[src/design/tcswa_pkg.sv]
package tcswa_pkg;

	localparam int unsigned HEIGHT_W   = 16;
	localparam int unsigned COORD_W    = 8;
	localparam int unsigned STEEP_W    = 16;
	localparam int unsigned SPACING_W  = 16;
	localparam int unsigned SLOPE_W    = 16;
	// steep * 100 stays below 2^23
	localparam int unsigned DIVIDEND_W = 23;
	localparam int unsigned DIV_CNT_W  = 5;

	localparam logic signed [HEIGHT_W-1:0] HEIGHT_MAX = 16'sh7fff;
	localparam logic signed [HEIGHT_W-1:0] HEIGHT_MIN = 16'sh8000;
	localparam logic [SLOPE_W-1:0]         SLOPE_SAT  = 16'hffff;
	localparam logic [SPACING_W-1:0]       SPACING_RESET = 16'd1;

	// one finished cell handed from the front to the back
	typedef struct packed {
		logic [COORD_W-1:0]         cell_x;
		logic [COORD_W-1:0]         cell_y;
		logic [STEEP_W-1:0]         steep;
		logic                       water;
		logic signed [HEIGHT_W-1:0] high;
	} job_t;

endpackage

[src/design/tcswa_front.sv]
module tcswa_front #(
	parameter int unsigned CELL_EDGE = 4
) (
	input  logic                          clk,
	input  logic                          arst_n,
	input  logic                          push,
	output logic                          full,
	input  logic signed [15:0]            height,
	input  logic [7:0]                    cell_x,
	input  logic [7:0]                    cell_y,
	output logic                          job_valid,
	input  logic                          job_full,
	output tcswa_pkg::job_t               job
);
	import tcswa_pkg::*;

	localparam int unsigned SIDE  = CELL_EDGE + 1;
	localparam int unsigned CNT_W = $clog2(SIDE);

	logic [CNT_W-1:0]         col_q;
	logic [CNT_W-1:0]         row_q;
	logic signed [HEIGHT_W-1:0] taps_q [SIDE];
	logic signed [HEIGHT_W-1:0] low_q;
	logic signed [HEIGHT_W-1:0] high_q;
	logic [STEEP_W-1:0]       steep_q;

	logic                     last;
	logic                     accept;
	logic signed [HEIGHT_W:0] diff_row;
	logic signed [HEIGHT_W:0] diff_col;
	logic [HEIGHT_W:0]        mag_row;
	logic [HEIGHT_W:0]        mag_col;
	logic [STEEP_W-1:0]       steep_a;
	logic [STEEP_W-1:0]       steep_next;
	logic signed [HEIGHT_W-1:0] low_next;
	logic signed [HEIGHT_W-1:0] high_next;

	// the last sample of a cell waits only when the queue has no room
	assign last   = (col_q == CNT_W'(SIDE - 1)) && (row_q == CNT_W'(SIDE - 1));
	assign full   = last && job_full;
	assign accept = push && !full;

	// absolute steps to the left neighbor and to the sample one row up
	always_comb begin
		diff_row = {height[HEIGHT_W-1], height} - {taps_q[0][HEIGHT_W-1], taps_q[0]};
		diff_col = {height[HEIGHT_W-1], height} -
			{taps_q[SIDE-1][HEIGHT_W-1], taps_q[SIDE-1]};
		mag_row  = diff_row[HEIGHT_W] ? -diff_row : diff_row;
		mag_col  = diff_col[HEIGHT_W] ? -diff_col : diff_col;
		steep_a  = steep_q;
		if ((col_q != '0) && (mag_row[STEEP_W-1:0] > steep_a)) begin
			steep_a = mag_row[STEEP_W-1:0];
		end
		steep_next = steep_a;
		if ((row_q != '0) && (mag_col[STEEP_W-1:0] > steep_next)) begin
			steep_next = mag_col[STEEP_W-1:0];
		end
		low_next  = (height < low_q)  ? height : low_q;
		high_next = (height > high_q) ? height : high_q;
	end

	// job for the back end, formed from the closing sample
	assign job_valid  = accept && last;
	assign job.cell_x = cell_x;
	assign job.cell_y = cell_y;
	assign job.steep  = steep_next;
	assign job.water  = low_next[HEIGHT_W-1];
	assign job.high   = high_next;

	// running statistics and sample position
	always_ff @(posedge clk or negedge arst_n) begin
		if (!arst_n) begin
			col_q   <= '0;
			row_q   <= '0;
			low_q   <= HEIGHT_MAX;
			high_q  <= HEIGHT_MIN;
			steep_q <= '0;
		end else if (accept) begin
			if (last) begin
				col_q   <= '0;
				row_q   <= '0;
				low_q   <= HEIGHT_MAX;
				high_q  <= HEIGHT_MIN;
				steep_q <= '0;
			end else begin
				if (col_q == CNT_W'(SIDE - 1)) begin
					col_q <= '0;
					row_q <= row_q + 1'b1;
				end else begin
					col_q <= col_q + 1'b1;
				end
				low_q   <= low_next;
				high_q  <= high_next;
				steep_q <= steep_next;
			end
		end
	end

	// shift line of the last SIDE samples: tap 0 is the left neighbor,
	// the last tap is the sample one row above
	always_ff @(posedge clk) begin
		if (accept) begin
			taps_q[0] <= height;
			for (int i = 1; i < SIDE; i++) begin
				taps_q[i] <= taps_q[i-1];
			end
		end
	end

endmodule

[src/design/tcswa_queue.sv]
module tcswa_queue (
	input  logic            clk,
	input  logic            arst_n,
	input  logic            wr_valid,
	output logic            wr_full,
	input  tcswa_pkg::job_t wr_job,
	output logic            rd_valid,
	input  logic            rd_ready,
	output tcswa_pkg::job_t rd_job
);
	import tcswa_pkg::*;

	localparam int unsigned DEPTH = 2;
	localparam int unsigned PTR_W = $clog2(DEPTH);

	job_t             mem_q [DEPTH];
	logic [PTR_W-1:0] wr_ptr_q;
	logic [PTR_W-1:0] rd_ptr_q;
	logic [PTR_W:0]   count_q;
	logic             do_wr;
	logic             do_rd;

	assign wr_full  = (count_q == (PTR_W+1)'(DEPTH));
	assign rd_valid = (count_q != '0);
	assign rd_job   = mem_q[rd_ptr_q];
	assign do_wr    = wr_valid && !wr_full;
	assign do_rd    = rd_valid && rd_ready;

	// pointers and fill level
	always_ff @(posedge clk or negedge arst_n) begin
		if (!arst_n) begin
			wr_ptr_q <= '0;
			rd_ptr_q <= '0;
			count_q  <= '0;
		end else begin
			if (do_wr) begin
				wr_ptr_q <= (wr_ptr_q == PTR_W'(DEPTH - 1)) ? '0 : wr_ptr_q + 1'b1;
			end
			if (do_rd) begin
				rd_ptr_q <= (rd_ptr_q == PTR_W'(DEPTH - 1)) ? '0 : rd_ptr_q + 1'b1;
			end
			if (do_wr && !do_rd) begin
				count_q <= count_q + 1'b1;
			end else if (do_rd && !do_wr) begin
				count_q <= count_q - 1'b1;
			end
		end
	end

	// storage
	always_ff @(posedge clk) begin
		if (do_wr) begin
			mem_q[wr_ptr_q] <= wr_job;
		end
	end

endmodule

[src/design/tcswa_back.sv]
module tcswa_back (
	input  logic                 clk,
	input  logic                 arst_n,
	input  logic [15:0]          spacing,
	input  logic                 job_valid,
	output logic                 job_ready,
	input  tcswa_pkg::job_t      job,
	output logic                 empty,
	input  logic                 pop,
	output logic [7:0]           out_cell_x,
	output logic [7:0]           out_cell_y,
	output logic [15:0]          slope_percent,
	output logic                 water,
	output logic signed [15:0]   highest_sample
);
	import tcswa_pkg::*;

	typedef enum logic [1:0] {
		ST_IDLE,
		ST_DIV,
		ST_DONE
	} state_t;

	state_t                  state_q;
	logic [DIV_CNT_W-1:0]    cnt_q;
	logic [SPACING_W-1:0]    rem_q;
	logic [DIVIDEND_W-1:0]   quo_q;
	job_t                    job_q;
	logic                    res_valid_q;

	logic [DIVIDEND_W-1:0]   dividend;
	logic [SPACING_W:0]      rem_shift;
	logic                    ge;
	logic [SPACING_W:0]      rem_sub;
	logic [SLOPE_W-1:0]      slope;
	logic                    load_res;

	// steep * 100 as shifts and adds
	assign dividend = (DIVIDEND_W'(job.steep) << 6) + (DIVIDEND_W'(job.steep) << 5) +
		(DIVIDEND_W'(job.steep) << 2);

	// one restoring division step per cycle
	always_comb begin
		rem_shift = {rem_q, quo_q[DIVIDEND_W-1]};
		ge        = rem_shift >= {1'b0, spacing};
		rem_sub   = rem_shift - {1'b0, spacing};
		slope     = (quo_q[DIVIDEND_W-1:SLOPE_W] != '0) ? SLOPE_SAT : quo_q[SLOPE_W-1:0];
	end

	assign job_ready = (state_q == ST_IDLE);
	assign empty     = !res_valid_q;
	// result register takes the finished job once it is free or being popped
	assign load_res  = (state_q == ST_DONE) && (!res_valid_q || pop);

	// divider sequencer and result register
	always_ff @(posedge clk or negedge arst_n) begin
		if (!arst_n) begin
			state_q        <= ST_IDLE;
			cnt_q          <= '0;
			rem_q          <= '0;
			quo_q          <= '0;
			job_q          <= '0;
			res_valid_q    <= 1'b0;
			out_cell_x     <= '0;
			out_cell_y     <= '0;
			slope_percent  <= '0;
			water          <= 1'b0;
			highest_sample <= '0;
		end else begin
			if (load_res) begin
				res_valid_q <= 1'b1;
			end else if (pop && res_valid_q) begin
				res_valid_q <= 1'b0;
			end
			case (state_q)
				ST_IDLE: begin
					if (job_valid) begin
						job_q   <= job;
						quo_q   <= dividend;
						rem_q   <= '0;
						cnt_q   <= '0;
						state_q <= ST_DIV;
					end
				end
				ST_DIV: begin
					rem_q <= ge ? rem_sub[SPACING_W-1:0] : rem_shift[SPACING_W-1:0];
					quo_q <= {quo_q[DIVIDEND_W-2:0], ge};
					cnt_q <= cnt_q + 1'b1;
					if (cnt_q == DIV_CNT_W'(DIVIDEND_W - 1)) begin
						state_q <= ST_DONE;
					end
				end
				ST_DONE: begin
					// hand over once the result register is free
					if (load_res) begin
						out_cell_x     <= job_q.cell_x;
						out_cell_y     <= job_q.cell_y;
						slope_percent  <= (spacing == '0) ? SLOPE_SAT : slope;
						water          <= job_q.water;
						highest_sample <= job_q.high;
						state_q        <= ST_IDLE;
					end
				end
				default: begin
					state_q <= ST_IDLE;
				end
			endcase
		end
	end

endmodule

[src/design/terrain_cell_slope_water_analyser.sv]
// Terrain cell slope and water analyser.
// Input queue side: one signed height sample per transfer (push/full), the
// (CELL_EDGE+1)^2 samples of a cell in row-major order, 25 by default.
// Samples are taken one per cycle when not full; full rises only on the
// closing sample of a cell when the two-entry front-to-back job queue is full.
// Result queue side: one result per cell (empty/pop), holding the cell
// coordinates of the closing sample, slope in percent (saturated), the water
// flag and the highest sample. A result waits on the ports until popped.
// From the closing sample, a cell passes through the job queue and the
// bit-serial divider, and its result is then written to the result
// register. The divider keeps pace with the samples of a cell, so a
// continuous stream is sustained at one per cycle while results are popped.
// A stalled result register holds the divider, then the job queue, then the
// input. Configuration: cfg_valid/cfg_data write sample_spacing (always
// ready); write it only while the block is idle. Reset clears all control
// state and sets sample_spacing to 1; partial cells are discarded.
module terrain_cell_slope_water_analyser #(
	parameter int unsigned CELL_EDGE = 4
) (
	input  logic               clk,
	input  logic               arst_n,
	input  logic               push,
	output logic               full,
	input  logic signed [15:0] height,
	input  logic [7:0]         cell_x,
	input  logic [7:0]         cell_y,
	output logic               empty,
	input  logic               pop,
	output logic [7:0]         out_cell_x,
	output logic [7:0]         out_cell_y,
	output logic [15:0]        slope_percent,
	output logic               water,
	output logic signed [15:0] highest_sample,
	input  logic               cfg_valid,
	output logic               cfg_ready,
	input  logic [15:0]        cfg_data
);
	import tcswa_pkg::*;

	logic [SPACING_W-1:0] spacing_q;
	logic                 fj_valid;
	logic                 fj_full;
	job_t                 fj_job;
	logic                 bj_valid;
	logic                 bj_ready;
	job_t                 bj_job;

	// spacing register
	assign cfg_ready = 1'b1;
	always_ff @(posedge clk or negedge arst_n) begin
		if (!arst_n) begin
			spacing_q <= SPACING_RESET;
		end else if (cfg_valid && cfg_ready) begin
			spacing_q <= cfg_data;
		end
	end

	tcswa_front #(
		.CELL_EDGE (CELL_EDGE)
	) u_front (
		.clk       (clk),
		.arst_n    (arst_n),
		.push      (push),
		.full      (full),
		.height    (height),
		.cell_x    (cell_x),
		.cell_y    (cell_y),
		.job_valid (fj_valid),
		.job_full  (fj_full),
		.job       (fj_job)
	);

	tcswa_queue u_queue (
		.clk      (clk),
		.arst_n   (arst_n),
		.wr_valid (fj_valid),
		.wr_full  (fj_full),
		.wr_job   (fj_job),
		.rd_valid (bj_valid),
		.rd_ready (bj_ready),
		.rd_job   (bj_job)
	);

	tcswa_back u_back (
		.clk            (clk),
		.arst_n         (arst_n),
		.spacing        (spacing_q),
		.job_valid      (bj_valid),
		.job_ready      (bj_ready),
		.job            (bj_job),
		.empty          (empty),
		.pop            (pop),
		.out_cell_x     (out_cell_x),
		.out_cell_y     (out_cell_y),
		.slope_percent  (slope_percent),
		.water          (water),
		.highest_sample (highest_sample)
	);

endmodule

[config.mk]
export PLATFORM = sky130hd
export DESIGN_NAME = terrain_cell_slope_water_analyser
export DESIGN_NICKNAME = d
export VERILOG_FILES = /design/src/design/tcswa_pkg.sv /design/src/design/tcswa_front.sv /design/src/design/tcswa_queue.sv /design/src/design/tcswa_back.sv /design/src/design/terrain_cell_slope_water_analyser.sv
export SDC_FILE = /design/constraint.sdc
export NUM_CORES = 1
export LEC_CHECK = 0
export ABC_AREA = 0
export BUFFER_PORTS_ARGS = -buffer_cell sky130_fd_sc_hd__buf_2
export CORE_ASPECT_RATIO = 0.5
export CORE_MARGIN = 2
export CORE_UTILIZATION = 56
export DETAILED_ROUTE_END_ITERATION = 6
export PLACE_DENSITY = 0.81
export SYNTH_ARGS = -nofsm -noshare
export SYNTH_HDL_FRONTEND = slang
export SYNTH_SLANG_ARGS = --single-unit
[constraint.sdc]
create_clock -name clk -period 8.55 [get_ports clk]
set_clock_uncertainty 0.15 [all_clocks]
set_input_delay 1.71 -clock clk [delete_from_list [all_inputs] [get_ports clk]]
set_output_delay 1.71 -clock clk [all_outputs]
set_load 0.005 [all_outputs]
==> flow_summary_export.csv, run 1 <==
group,metric,value,unit
timing,fin_ws,0.537,ns
timing,layout_min_cycle_time,8.01,ns
global_route,grt_pass1_wl,71700,microns
placement,pre_cts_ws,0.0650,ns
global_route,first_global_vias,13471,
routing,drc,0,
timing,final_max_slew_viol_count,0,
clock_network,cts_resized,0,
global_route,grt_overflow,0,
critical_path,crit_path_top_delay_cell,"o311ai_2",
placement,io_buffers,103,
routing,drtAntennaViolNets,0,
final_layout,area_growth,12.0,%
critical_path,startpoint_type,"input pin",
clock_network,cts_tree,"yes",
placement,dp_hpwl,31500,microns
synthesis,ys_ff_latch,381,
timing,hold_viol,0,
clock_network,cts_sinks,381,
timing,max_slew_margin,0.240,
clock_network,cts_buffers,36,
global_route,grt_max_degree,122,
final_layout,drive_gt1_frac,0.172,
timing,period_share,0.937,
synthesis,synthesis.area,0.0203,sq mm
final_layout,final_nets,2085,
synthesis,synth_nets,1974,
critical_path,path_delay_family,"compound AO/OA/AOI/OAI gates",
die,dieWidth,273,microns
timing,rsz0062_at_grt,"false",
routing,route.vias.total,13821,
critical_path,cp-endpoint,"u_front.steep_q[8]$_DFFE_PN0P_",
global_route,grt_antenna_before_repair,1,
critical_path,critPathLaunch,"height[0]",
clock_network,path_clk_slew,0.07,ns
routing,drt_iter0_markers,1296,
critical_path,critical-path-max-stage-delay,0.49,ns
timing,worst_pin_slew,1.14,ns
pwr,ir_drop,0.226,mV
routing,viasPerCell,5.79,
critical_path,path_depth,30,
die,core_area,0.0358,sq mm
synthesis,synth-async-reset-ratio,0.533,
clock_network,clockBufferDepth,3,
critical_path,timing.rr.end,"u_front.steep_q[8]$_DFFE_PN0P_",
clock_network,clk_latency,0.55,ns
pwr,p_per_area,374,mW/mm^2
die,start_util,0.567,
synthesis,avgSynthCellArea,11.5,sq um
routing,wl_per_cell,18.7,microns
routing,firstDrtPassIters,5,
critical_path,cp_common_cell,"ha_1",
pwr,p_leak,0.0100,uW
clock_network,cts_setup_buffers,0,
critical_path,crit_path_end_kind,"flop",
die,io_pins,105,
critical_path,r2r-start,"u_front.taps_q[0][0]$_DFFE_PP_",
synthesis,ys.flop_type,"dfrtp_1",
worst_hold_path,hp-class,"flop to flop",
outcome,status,"finished, final reports clean",
global_route,grt_usage,0.236,
clock_network,ctsHoldBuffers,0,
clock_network,htree_levels,2,
critical_path,critical_path_arrival,8.29,ns
final_layout,n_antenna_cell,0,
critical_path,worstPathRequired,8.82,ns
placement,place.gp.congestion,0.910,
synthesis,synth.distinct_cells,83,
synthesis,postSynthCellCount,1765,
critical_path,rrSetupSlack,1.51,ns
synthesis,ys_seq_area_frac,0.515,
critical_path,cp_max_fo,16,
die,die_area,0.0379,sq mm
critical_path,path_buf_inv,4,
synthesis,synth_edf_count,178,
job,cap_violations,0,
critical_path,r2r_cells,28,
critical_path,path_class,"input pin to flop",
timing,setup_viol,0,
routing,wirelength,44700,microns
die,die_h,139,microns
synthesis,synth_warnings,0,
die,fp-row-count,49,
timing,finalSetupTns,0,ns
clock_network,cts_root_buf,"clkbuf_16",
timing,clock.fmax,125,MHz
layout by cell type, fill, tap and decap left out, types with 7 or more instances in the layout:
cell type,n
a21o_1,23
a21oi_1,62
a22o_1,27
a22oi_1,20
a31oi_1,14
and2_1,8
and3_1,11
buf_2,102
buf_4,36
clkbuf_16,36
dfrtp_1,185
dfstp_2,17
edfxtp_1,178
fa_1,16
ha_1,140
inv_1,145
mux2_2,88
mux2i_1,75
nand2_1,118
nand2b_1,13
nand3_1,38
nand4_1,30
nor2_1,64
nor2b_1,18
nor3_1,22
nor4_1,7
o211ai_1,9
o21a_1,21
o21ai_0,143
o22a_1,17
o31ai_1,9
xnor2_1,45
xor2_1,30
layout make-up:
| class | instances | area [sq um] |
|---|---|---|
| fill | 2698 | 13100 |
| sequential | 381 | 10400 |
| multi-input combinational | 1171 | 9060 |
| clock buffer | 44 | 951 |
| timing repair buffer | 139 | 795 |
| tap | 484 | 606 |
| inverter | 147 | 553 |
| clock inverter | 22 | 304 |
how the worst min path moves through the flow:
| stage | depth (start not counted) | end | startpoint |
|---|---|---|---|
| final | 0 | u_front.taps_q[0][66]$_DFFE_PP_ | u_front.taps_q[0][50]$_DFFE_PP_ |
| after global routing | 0 | u_front.taps_q[0][66]$_DFFE_PP_ | u_front.taps_q[0][50]$_DFFE_PP_ |
| after CTS | 0 | u_front.taps_q[0][58]$_DFFE_PP_ | u_front.taps_q[0][42]$_DFFE_PP_ |
| after detailed placement | 0 | u_front.taps_q[0][32]$_DFFE_PP_ | u_front.taps_q[0][16]$_DFFE_PP_ |
| after global placement | 0 | u_front.taps_q[0][67]$_DFFE_PP_ | u_front.taps_q[0][51]$_DFFE_PP_ |
| after floorplan | 0 | u_front.taps_q[0][32]$_DFFE_PP_ | u_front.taps_q[0][16]$_DFFE_PP_ |
where the power goes:
group          total [uW]  internal [uW]  switching [uW]
sequential           2830           2530             308
clock                1690            989             705
combinational        3960           1740            2220
total                8490           5260            3230
flip-flops by register name, indices dropped and copies added, names as in the netlist, 5 cells and up:
name and cells:
u_front.steep_q 16, u_back.out_cell_x 8, u_front.high_q 16, u_front.taps_q 80, u_back.quo_q 23, u_back.cnt_q 5, u_front.low_q 16, u_back.rem_q 16
u_back.highest_sample 16, u_queue.mem_q 98, spacing_q 16, u_back.out_cell_y 8, u_back.slope_percent 16, u_back.job_q 33
per-layer routing:
layer	track usage	part of all wire	up-vias
li1	-	-	6664
met1	0.339	0.46	6766
met2	0.371	0.46	317
met3	0.0386	0.051	72
met4	0.0716	0.028	2
met5	0	0.00029	-
cells in the mapped netlist, types with 4 or more instances:
master	count	area (sq um)
dfstp_2	17	447
a21oi_1	63	315
a32oi_1	4	35.0
inv_1	146	548
or3_1	4	25.0
nand2b_1	13	81.3
nor3_1	23	115
nand4_1	30	188
nor2_1	64	240
o21a_1	21	158
o21bai_1	5	37.5
and2_1	8	50.1
edfxtp_1	178	5350
xor2_1	30	263
o2111ai_1	4	35.0
o21ai_0	143	716
a21o_1	23	173
mux2i_1	75	751
o211ai_1	9	67.6
mux2_2	88	991
a22oi_1	20	150
o31ai_1	9	67.6
a211oi_1	6	45.0
nand2_1	118	443
clkbuf_1	46	173
and4_1	5	43.8
o22a_1	17	149
a22o_1	27	236
nor4_1	7	43.8
fa_1	16	320
dfrtp_1	186	4650
ha_1	140	1750
buf_1	12	45.0
xnor2_1	45	394
nor2b_1	20	125
nand3_1	38	190
and3_1	12	75.1
buf_2	6	30.0
a31oi_1	14	87.6
stage by stage:
stage               cells  instance area, sq um  hold slack [ns]  power [uW]   util
floorplan            1765                 20300            0.250        5760      -
global placement     2322                 21500            0.251        6600  0.600
detailed placement   2322                 21500            0.255        6760  0.600
CTS                  2388                 22700            0.269        8510  0.635
global route         2388                 22700            0.270        9120  0.635
finish               2388                 22700            0.263        8490  0.635
cell families (layout without fill, tap and decap cells):
family                   Yosys count  after routing  synth area share
AO/OA/AOI/OAI                    411            411             0.134
XOR/XNOR                          76             76            0.0332
adder cells (fa/ha/maj)          156            156             0.102
other                              1              1          0.000185
multiplexers                     163            163            0.0858
AND/OR/NAND/NOR                  364            364            0.0899
flip-flops                       381            381             0.515
buffers and inverters            213            352            0.0401
Power figures use the tool's default switching activity.
==> run 2, diff against run 1 <==
--- a/config.mk
+++ b/config.mk
@@ -7,11 +7,12 @@
 export LEC_CHECK = 0
 export ABC_AREA = 0
 export BUFFER_PORTS_ARGS = -buffer_cell sky130_fd_sc_hd__buf_2
+export CELL_PAD_IN_SITES_DETAIL_PLACEMENT = 2
+export CELL_PAD_IN_SITES_GLOBAL_PLACEMENT = 2
 export CORE_ASPECT_RATIO = 0.5
-export CORE_MARGIN = 2
-export CORE_UTILIZATION = 56
+export CORE_UTILIZATION = 42
 export DETAILED_ROUTE_END_ITERATION = 6
-export PLACE_DENSITY = 0.81
+export PLACE_DENSITY = 0.87
 export SYNTH_ARGS = -nofsm -noshare
 export SYNTH_HDL_FRONTEND = slang
 export SYNTH_SLANG_ARGS = --single-unit
==> flow_summary_export.csv, run 2 (synthesized netlist as in run 1, its figures left out) <==
group,metric,value,unit
critical_path,critical_path_arrival,9.64,ns
timing,finalSetupTns,-25.05,ns
clock_network,htree_levels,2,
routing,wirelength,100000,microns
timing,max_slew_margin,-0.00659,
clock_network,cts_root_buf,"clkbuf_16",
routing,viasPerCell,6.96,
pwr,p_leak,0.0101,uW
die,fp-row-count,56,
final_layout,area_growth,14.6,%
final_layout,drive_gt1_frac,0.191,
timing,worst_pin_slew,1.50,ns
critical_path,critical-path-max-stage-delay,0.62,ns
routing,met1_length,35100,microns
timing,layout_min_cycle_time,9.29,ns
clock_network,clockBufferDepth,3,
critical_path,path_class,"input pin to flop",
clock_network,path_clk_slew,0.09,ns
routing,wl_per_cell,39.1,microns
routing,drc,0,
final_layout,final_nets,2100,
clock_network,clk_latency,0.59,ns
routing,routed-wl-met2,45800,microns
routing,drtAntennaViolNets,0,
global_route,grt_usage,0.360,
pwr,p_per_area,461,mW/mm^2
die,dieWidth,313,microns
timing,final_max_slew_viol_count,17,
die,die_h,157,microns
critical_path,path_buf_inv,5,
routing,highest_layer,"met5",
global_route,grt_overflow,0,
critical_path,worstPathRequired,8.90,ns
timing,hold_viol,0,
final_layout,regMostFlops,"u_queue.mem_q",
die,start_util,0.430,
final_layout,regArea,0.0104,sq mm
clock_network,cts_buffers,37,
die,io_pins,105,
timing,period_share,1.09,
final_layout,mostFrequentLayoutCells,"dfrtp_1 (185), edfxtp_1 (178), inv_1 (145), o21ai_0 (139), ha_1 (138)",
job,cap_violations,1,
die,die_area,0.0492,sq mm
critical_path,cp_max_fo,16,
die,core_area,0.0472,sq mm
global_route,grt_max_degree,114,
final_layout,reg_top3,"u_queue.mem_q (98), u_front.taps_q (80), u_back.job_q (33)",
final_layout,multi_input_area,0.00927,sq mm
timing,fin_ws,-0.740,ns
placement,io_buffers,103,
worst_hold_path,hp-class,"flop to flop",
timing,clock.fmax,108,MHz
outcome,status,"finished, violations left",
critical_path,path_delay_family,"compound AO/OA/AOI/OAI gates",
placement,place.gp.congestion,0.853,
global_route,first_global_vias,18520,
timing,setup_viol,48,
global_route,grt_pass1_wl,130000,microns
outcome,violations,"max-capacitance violations, max-slew violations, negative setup slack",
final_layout,final_common_cell,"dfrtp_1",
critical_path,crit_path_end_kind,"flop",
final_layout,largest_reg_flops,98,
clock_network,cts_sinks,381,
routing,met3_length,9840,microns
pwr,p_total,10700,uW
pwr,ir_drop,0.223,mV
global_route,grt_antenna_before_repair,11,
clock_network,ctsHoldBuffers,0,
clock_network,cts_tree,"yes",
placement,pre_cts_ws,-0.549,ns
final_layout,nFillCells,4657,
routing,route.vias.total,17886,
final_layout,utilization,0.492,
routing,firstDrtPassIters,6,
critical_path,startpoint_type,"input pin",
placement,dp_hpwl,49100,microns
routing,drt_iter0_markers,2088,
critical_path,crit_path_top_delay_cell,"a211oi_1",
[run 2: changes by cell type in the layout (fill, tap and decap cells not counted), sizes merged]
cell / before / now
diode: 0 / 10
buf: 138 / 152
bufinv: 6 / 2
clkbuf: 45 / 56
clkinvlp: 1 / 2
clkinv: 13 / 7
[run 2: per-layer routing]
layer | vias to the layer above | GRT usage
met1 | 9011 | 0.411
met4 | 4 | 0.236
li1 | 6701 | -
met2 | 1526 | 0.618
met5 | - | 0
met3 | 644 | 0.0754
[run 2: layout make-up]
type,count,share of cell area
Timing Repair Buffer,153,0.0408
Clock inverter,13,0.00646
Sequential cell,381,0.450
Multi-Input combinational cell,1171,0.399
Antenna cell,10,0.00108
Clock buffer,55,0.0454
Inverter,147,0.0238
Tap cell,638,0.0343
[run 2: final timing paths]
| kind | start | to | slack, ns | cells past startpoint |
|---|---|---|---|---|
| max in group asynchronous | arst_n | u_front.high_q[9]$_DFFE_PN0P_ | 5.82 | 2 |
| hold reg to reg | u_front.taps_q[0][54]$_DFFE_PP_ | u_front.taps_q[0][70]$_DFFE_PP_ | 0.27 | 0 |
| hold / removal | u_front.taps_q[0][54]$_DFFE_PP_ | u_front.taps_q[0][70]$_DFFE_PP_ | 0.27 | 0 |
| setup / recovery | height[1] | u_front.steep_q[5]$_DFFE_PN0P_ | -0.74 | 28 |
| min in group asynchronous | arst_n | u_back.rem_q[0]$_DFFE_PN0P_ | 1.07 | 1 |
| setup reg to reg | u_front.taps_q[0][2]$_DFFE_PP_ | u_front.steep_q[5]$_DFFE_PN0P_ | 0.02 | 27 |
[run 2: timing repair]
action                                  4_1_cts  5_1_grt
pin swaps                                     2        8
endpoints found under the setup margin       45       48
buffers inserted                              3        6
hold endpoints to repair                      0        0
gates cloned                                  0        1
resized for setup                             6       34
[run 2: power by group]
part | total (uW) | switching [uW] | leakage, uW | internal, uW
combinational | 5840 | 3860 | 0.00536 | 1980
sequential | 3010 | 477 | 0.00418 | 2530
clock | 1860 | 925 | 0.000579 | 934
total | 10700 | 5260 | 0.0101 | 5450
[run 2: stage by stage]
step | hold slack (ns) | cell area (sq um) | instances
floorplan | 0.250 | 20300 | 1765
global placement | 0.251 | 21700 | 2480
detailed placement | 0.257 | 21700 | 2480
CTS | 0.266 | 23000 | 2551
global route | 0.280 | 23200 | 2559
finish | 0.266 | 23200 | 2568
==> run 3, diff against run 2 <==
--- a/config.mk
+++ b/config.mk
@@ -9,8 +9,8 @@
 export BUFFER_PORTS_ARGS = -buffer_cell sky130_fd_sc_hd__buf_2
 export CELL_PAD_IN_SITES_DETAIL_PLACEMENT = 2
 export CELL_PAD_IN_SITES_GLOBAL_PLACEMENT = 2
-export CORE_ASPECT_RATIO = 0.5
 export CORE_UTILIZATION = 42
+export CTS_CLUSTER_SIZE = 24
 export DETAILED_ROUTE_END_ITERATION = 6
 export PLACE_DENSITY = 0.87
 export SYNTH_ARGS = -nofsm -noshare
==> flow_summary_export.csv, run 3 (synthesized netlist as in run 1, its figures left out) <==
group,metric,value,unit
outcome,status,"finished, violations left",
outcome,violations,"negative setup slack",
critical_path,cp_common_cell,"buf_4",
die,dieWidth,222,microns
clock_network,ctsHoldBuffers,0,
final_layout,area_growth,14.2,%
die,die_area,0.0492,sq mm
routing,drtAntennaViolNets,0,
final_layout,stdcell_area,0.0232,sq mm
critical_path,rrSetupSlack,0.75,ns
timing,final_max_slew_viol_count,0,
job,cap_violations,0,
final_layout,drive_gt1_frac,0.187,
timing,period_share,1.02,
global_route,grt_antenna_before_repair,3,
pwr,p_per_area,409,mW/mm^2
clock_network,cts_buffers,41,
global_route,grt_overflow,0,
pwr,p_total,9480,uW
final_layout,mostFrequentLayoutCells,"dfrtp_1 (185), edfxtp_1 (178), inv_1 (145), o21ai_0 (142), ha_1 (140)",
pwr,p_clk_frac,0.193,
pwr,pwr-share-comb,0.496,
die,start_util,0.426,
global_route,grt_usage,0.295,
placement,dp_hpwl,46800,microns
critical_path,cp_max_fo,10,
routing,drt_iter0_markers,964,
final_layout,regMostFlops,"u_queue.mem_q",
pwr,ir_drop,0.171,mV
placement,io_buffers,103,
timing,hold_viol,0,
die,fp-row-count,80,
final_layout,regArea,0.0104,sq mm
critical_path,critical_path_arrival,9.09,ns
timing,layout_min_cycle_time,8.73,ns
final_layout,nFillCells,4695,
pwr,sw_frac_of_total,0.427,
routing,firstDrtPassIters,5,
final_layout,reg_top3,"u_queue.mem_q (98), u_front.taps_q (80), u_back.job_q (33)",
die,die_h,222,microns
timing,setup_viol,47,
clock_network,cts_root_buf,"clkbuf_16",
clock_network,path_clk_slew,0.06,ns
routing,route.vias.total,15426,
critical_path,crit_path_top_delay_cell,"mux2i_1",
critical_path,critical-path-max-stage-delay,0.52,ns
critical_path,path_class,"input pin to flop",
final_layout,multi_input_area,0.00915,sq mm
timing,fin_ws,-0.184,ns
pwr,intPower,5430,uW
die,core_area,0.0476,sq mm
clock_network,clockBufferDepth,3,
critical_path,worstPathRequired,8.91,ns
final_layout,largest_reg_flops,98,
critical_path,startpoint_type,"input pin",
clock_network,cts_tree,"yes",
placement,place.gp.congestion,0.882,
timing,worst_pin_slew,1.13,ns
final_layout,final_nets,2105,
routing,wl_per_cell,28.8,microns
clock_network,cts_sinks,381,
pwr,p_leak,0.0101,uW
pwr,seqPwrFrac,0.311,
routing,drc,0,
timing,rsz0062_at_grt,"true",
critical_path,crit_path_end_kind,"flop",
routing,wirelength,73300,microns
worst_hold_path,hp-class,"flop to flop",
placement,postPlaceCellArea,0.0217,sq mm
pwr,p_switching,4050,uW
global_route,grt_max_degree,106,
clock_network,htree_levels,2,
clock_network,clk_latency,0.59,ns
final_layout,final_common_cell,"dfrtp_1",
timing,clock.fmax,114,MHz
routing,viasPerCell,6.06,
global_route,first_global_vias,17601,
timing,max_slew_margin,0.244,
global_route,grt_pass1_wl,110000,microns
die,io_pins,105,
-- run 3: cell types whose count changed in the layout (fill, tap and decap cells not counted), moves of 4 or more --
cell       previous run  this run
clkinv_2              3        11
xnor2_2               6         2
a21oi_1              58        62
a21oi_2               5         1
buf_4                46        50
mux2i_2               2         6
clkbuf_16            39        43
xnor2_1              40        44
diode_2              10         3
-- run 3: final cells by class --
| cell class | instances | area share |
|---|---|---|
| timing repair buffer | 154 | 0.0393 |
| sequential | 381 | 0.451 |
| clock buffer | 58 | 0.0502 |
| antenna | 3 | 0.000324 |
| multi-input combinational | 1171 | 0.395 |
| inverter | 147 | 0.0239 |
| tap | 615 | 0.0332 |
| clock inverter | 18 | 0.00745 |
-- run 3: what timing repair did --
action / CTS / global route
buffers inserted: 0 / 7
cloned: 0 / 0
pin swaps: 1 / 4
setup endpoints to repair: 11 / 47
gates resized for setup: 1 / 16
-- run 3: layer usage --
layer  up-vias  track usage  wire length, microns
li1       6689            -                     -
met1      8023        0.337                 28600
met2       486        0.538                 37900
met3       228       0.0407                  2690
met4         0        0.151                  4030
met5         -            0                     0
-- run 3: path summary, 6_finish.rpt --
| kind | startpoint | endpoint | depth (start not counted) |
|---|---|---|---|
| max in group asynchronous | arst_n | u_queue.rd_ptr_q$_DFFE_PN0P_ | 2 |
| min reg2reg | u_front.taps_q[0][44]$_DFFE_PP_ | u_front.taps_q[0][60]$_DFFE_PP_ | 0 |
| max | height[0] | u_front.steep_q[14]$_DFFE_PN0P_ | 31 |
| max reg2reg | u_front.taps_q[0][0]$_DFFE_PP_ | u_front.steep_q[14]$_DFFE_PN0P_ | 29 |
| min | u_front.taps_q[0][44]$_DFFE_PP_ | u_front.taps_q[0][60]$_DFFE_PP_ | 0 |
| min in group asynchronous | arst_n | u_back.quo_q[10]$_DFFE_PN0P_ | 1 |
-- run 3: power groups by stage --
| stage | combinational, uW | sequential (uW) | clock, uW |
|---|---|---|---|
| 4_1_cts | 4580 | 2930 | 1870 |
| 6_report | 4700 | 2950 | 1830 |
| 3_3_place_gp | 3830 | 2840 | 0 |
| 2_1_floorplan | 3010 | 2750 | 0 |
| 5_1_grt | 5080 | 2970 | 1920 |
| 3_5_place_dp | 4300 | 2910 | 0 |
-- run 3: worst max-delay path, delay by kind of cell --
| family | cells | cell delay, ns |
|---|---|---|
| mux | 2 | 0.86 |
| buf+inv | 6 | 1.11 |
| fa+ha+maj | 4 | 1.38 |
| xor+xnor | 2 | 0.51 |
| compound gates | 12 | 2.41 |
| simple gates | 5 | 1.10 |
-- run 3: through the flow --
stage	TNS (ns)	std cells	setup WS, ns	hold slack (ns)	utilization
finish	-4.00	2547	-0.184	0.264	0.486
global route	-15.05	2547	-0.424	0.267	0.486
CTS	0	2537	0.000747	0.269	0.483
detailed placement	-16.85	2461	-0.477	0.255	0.455
global placement	0	2461	0.174	0.251	0.455
floorplan	0	1765	0.308	0.250	-
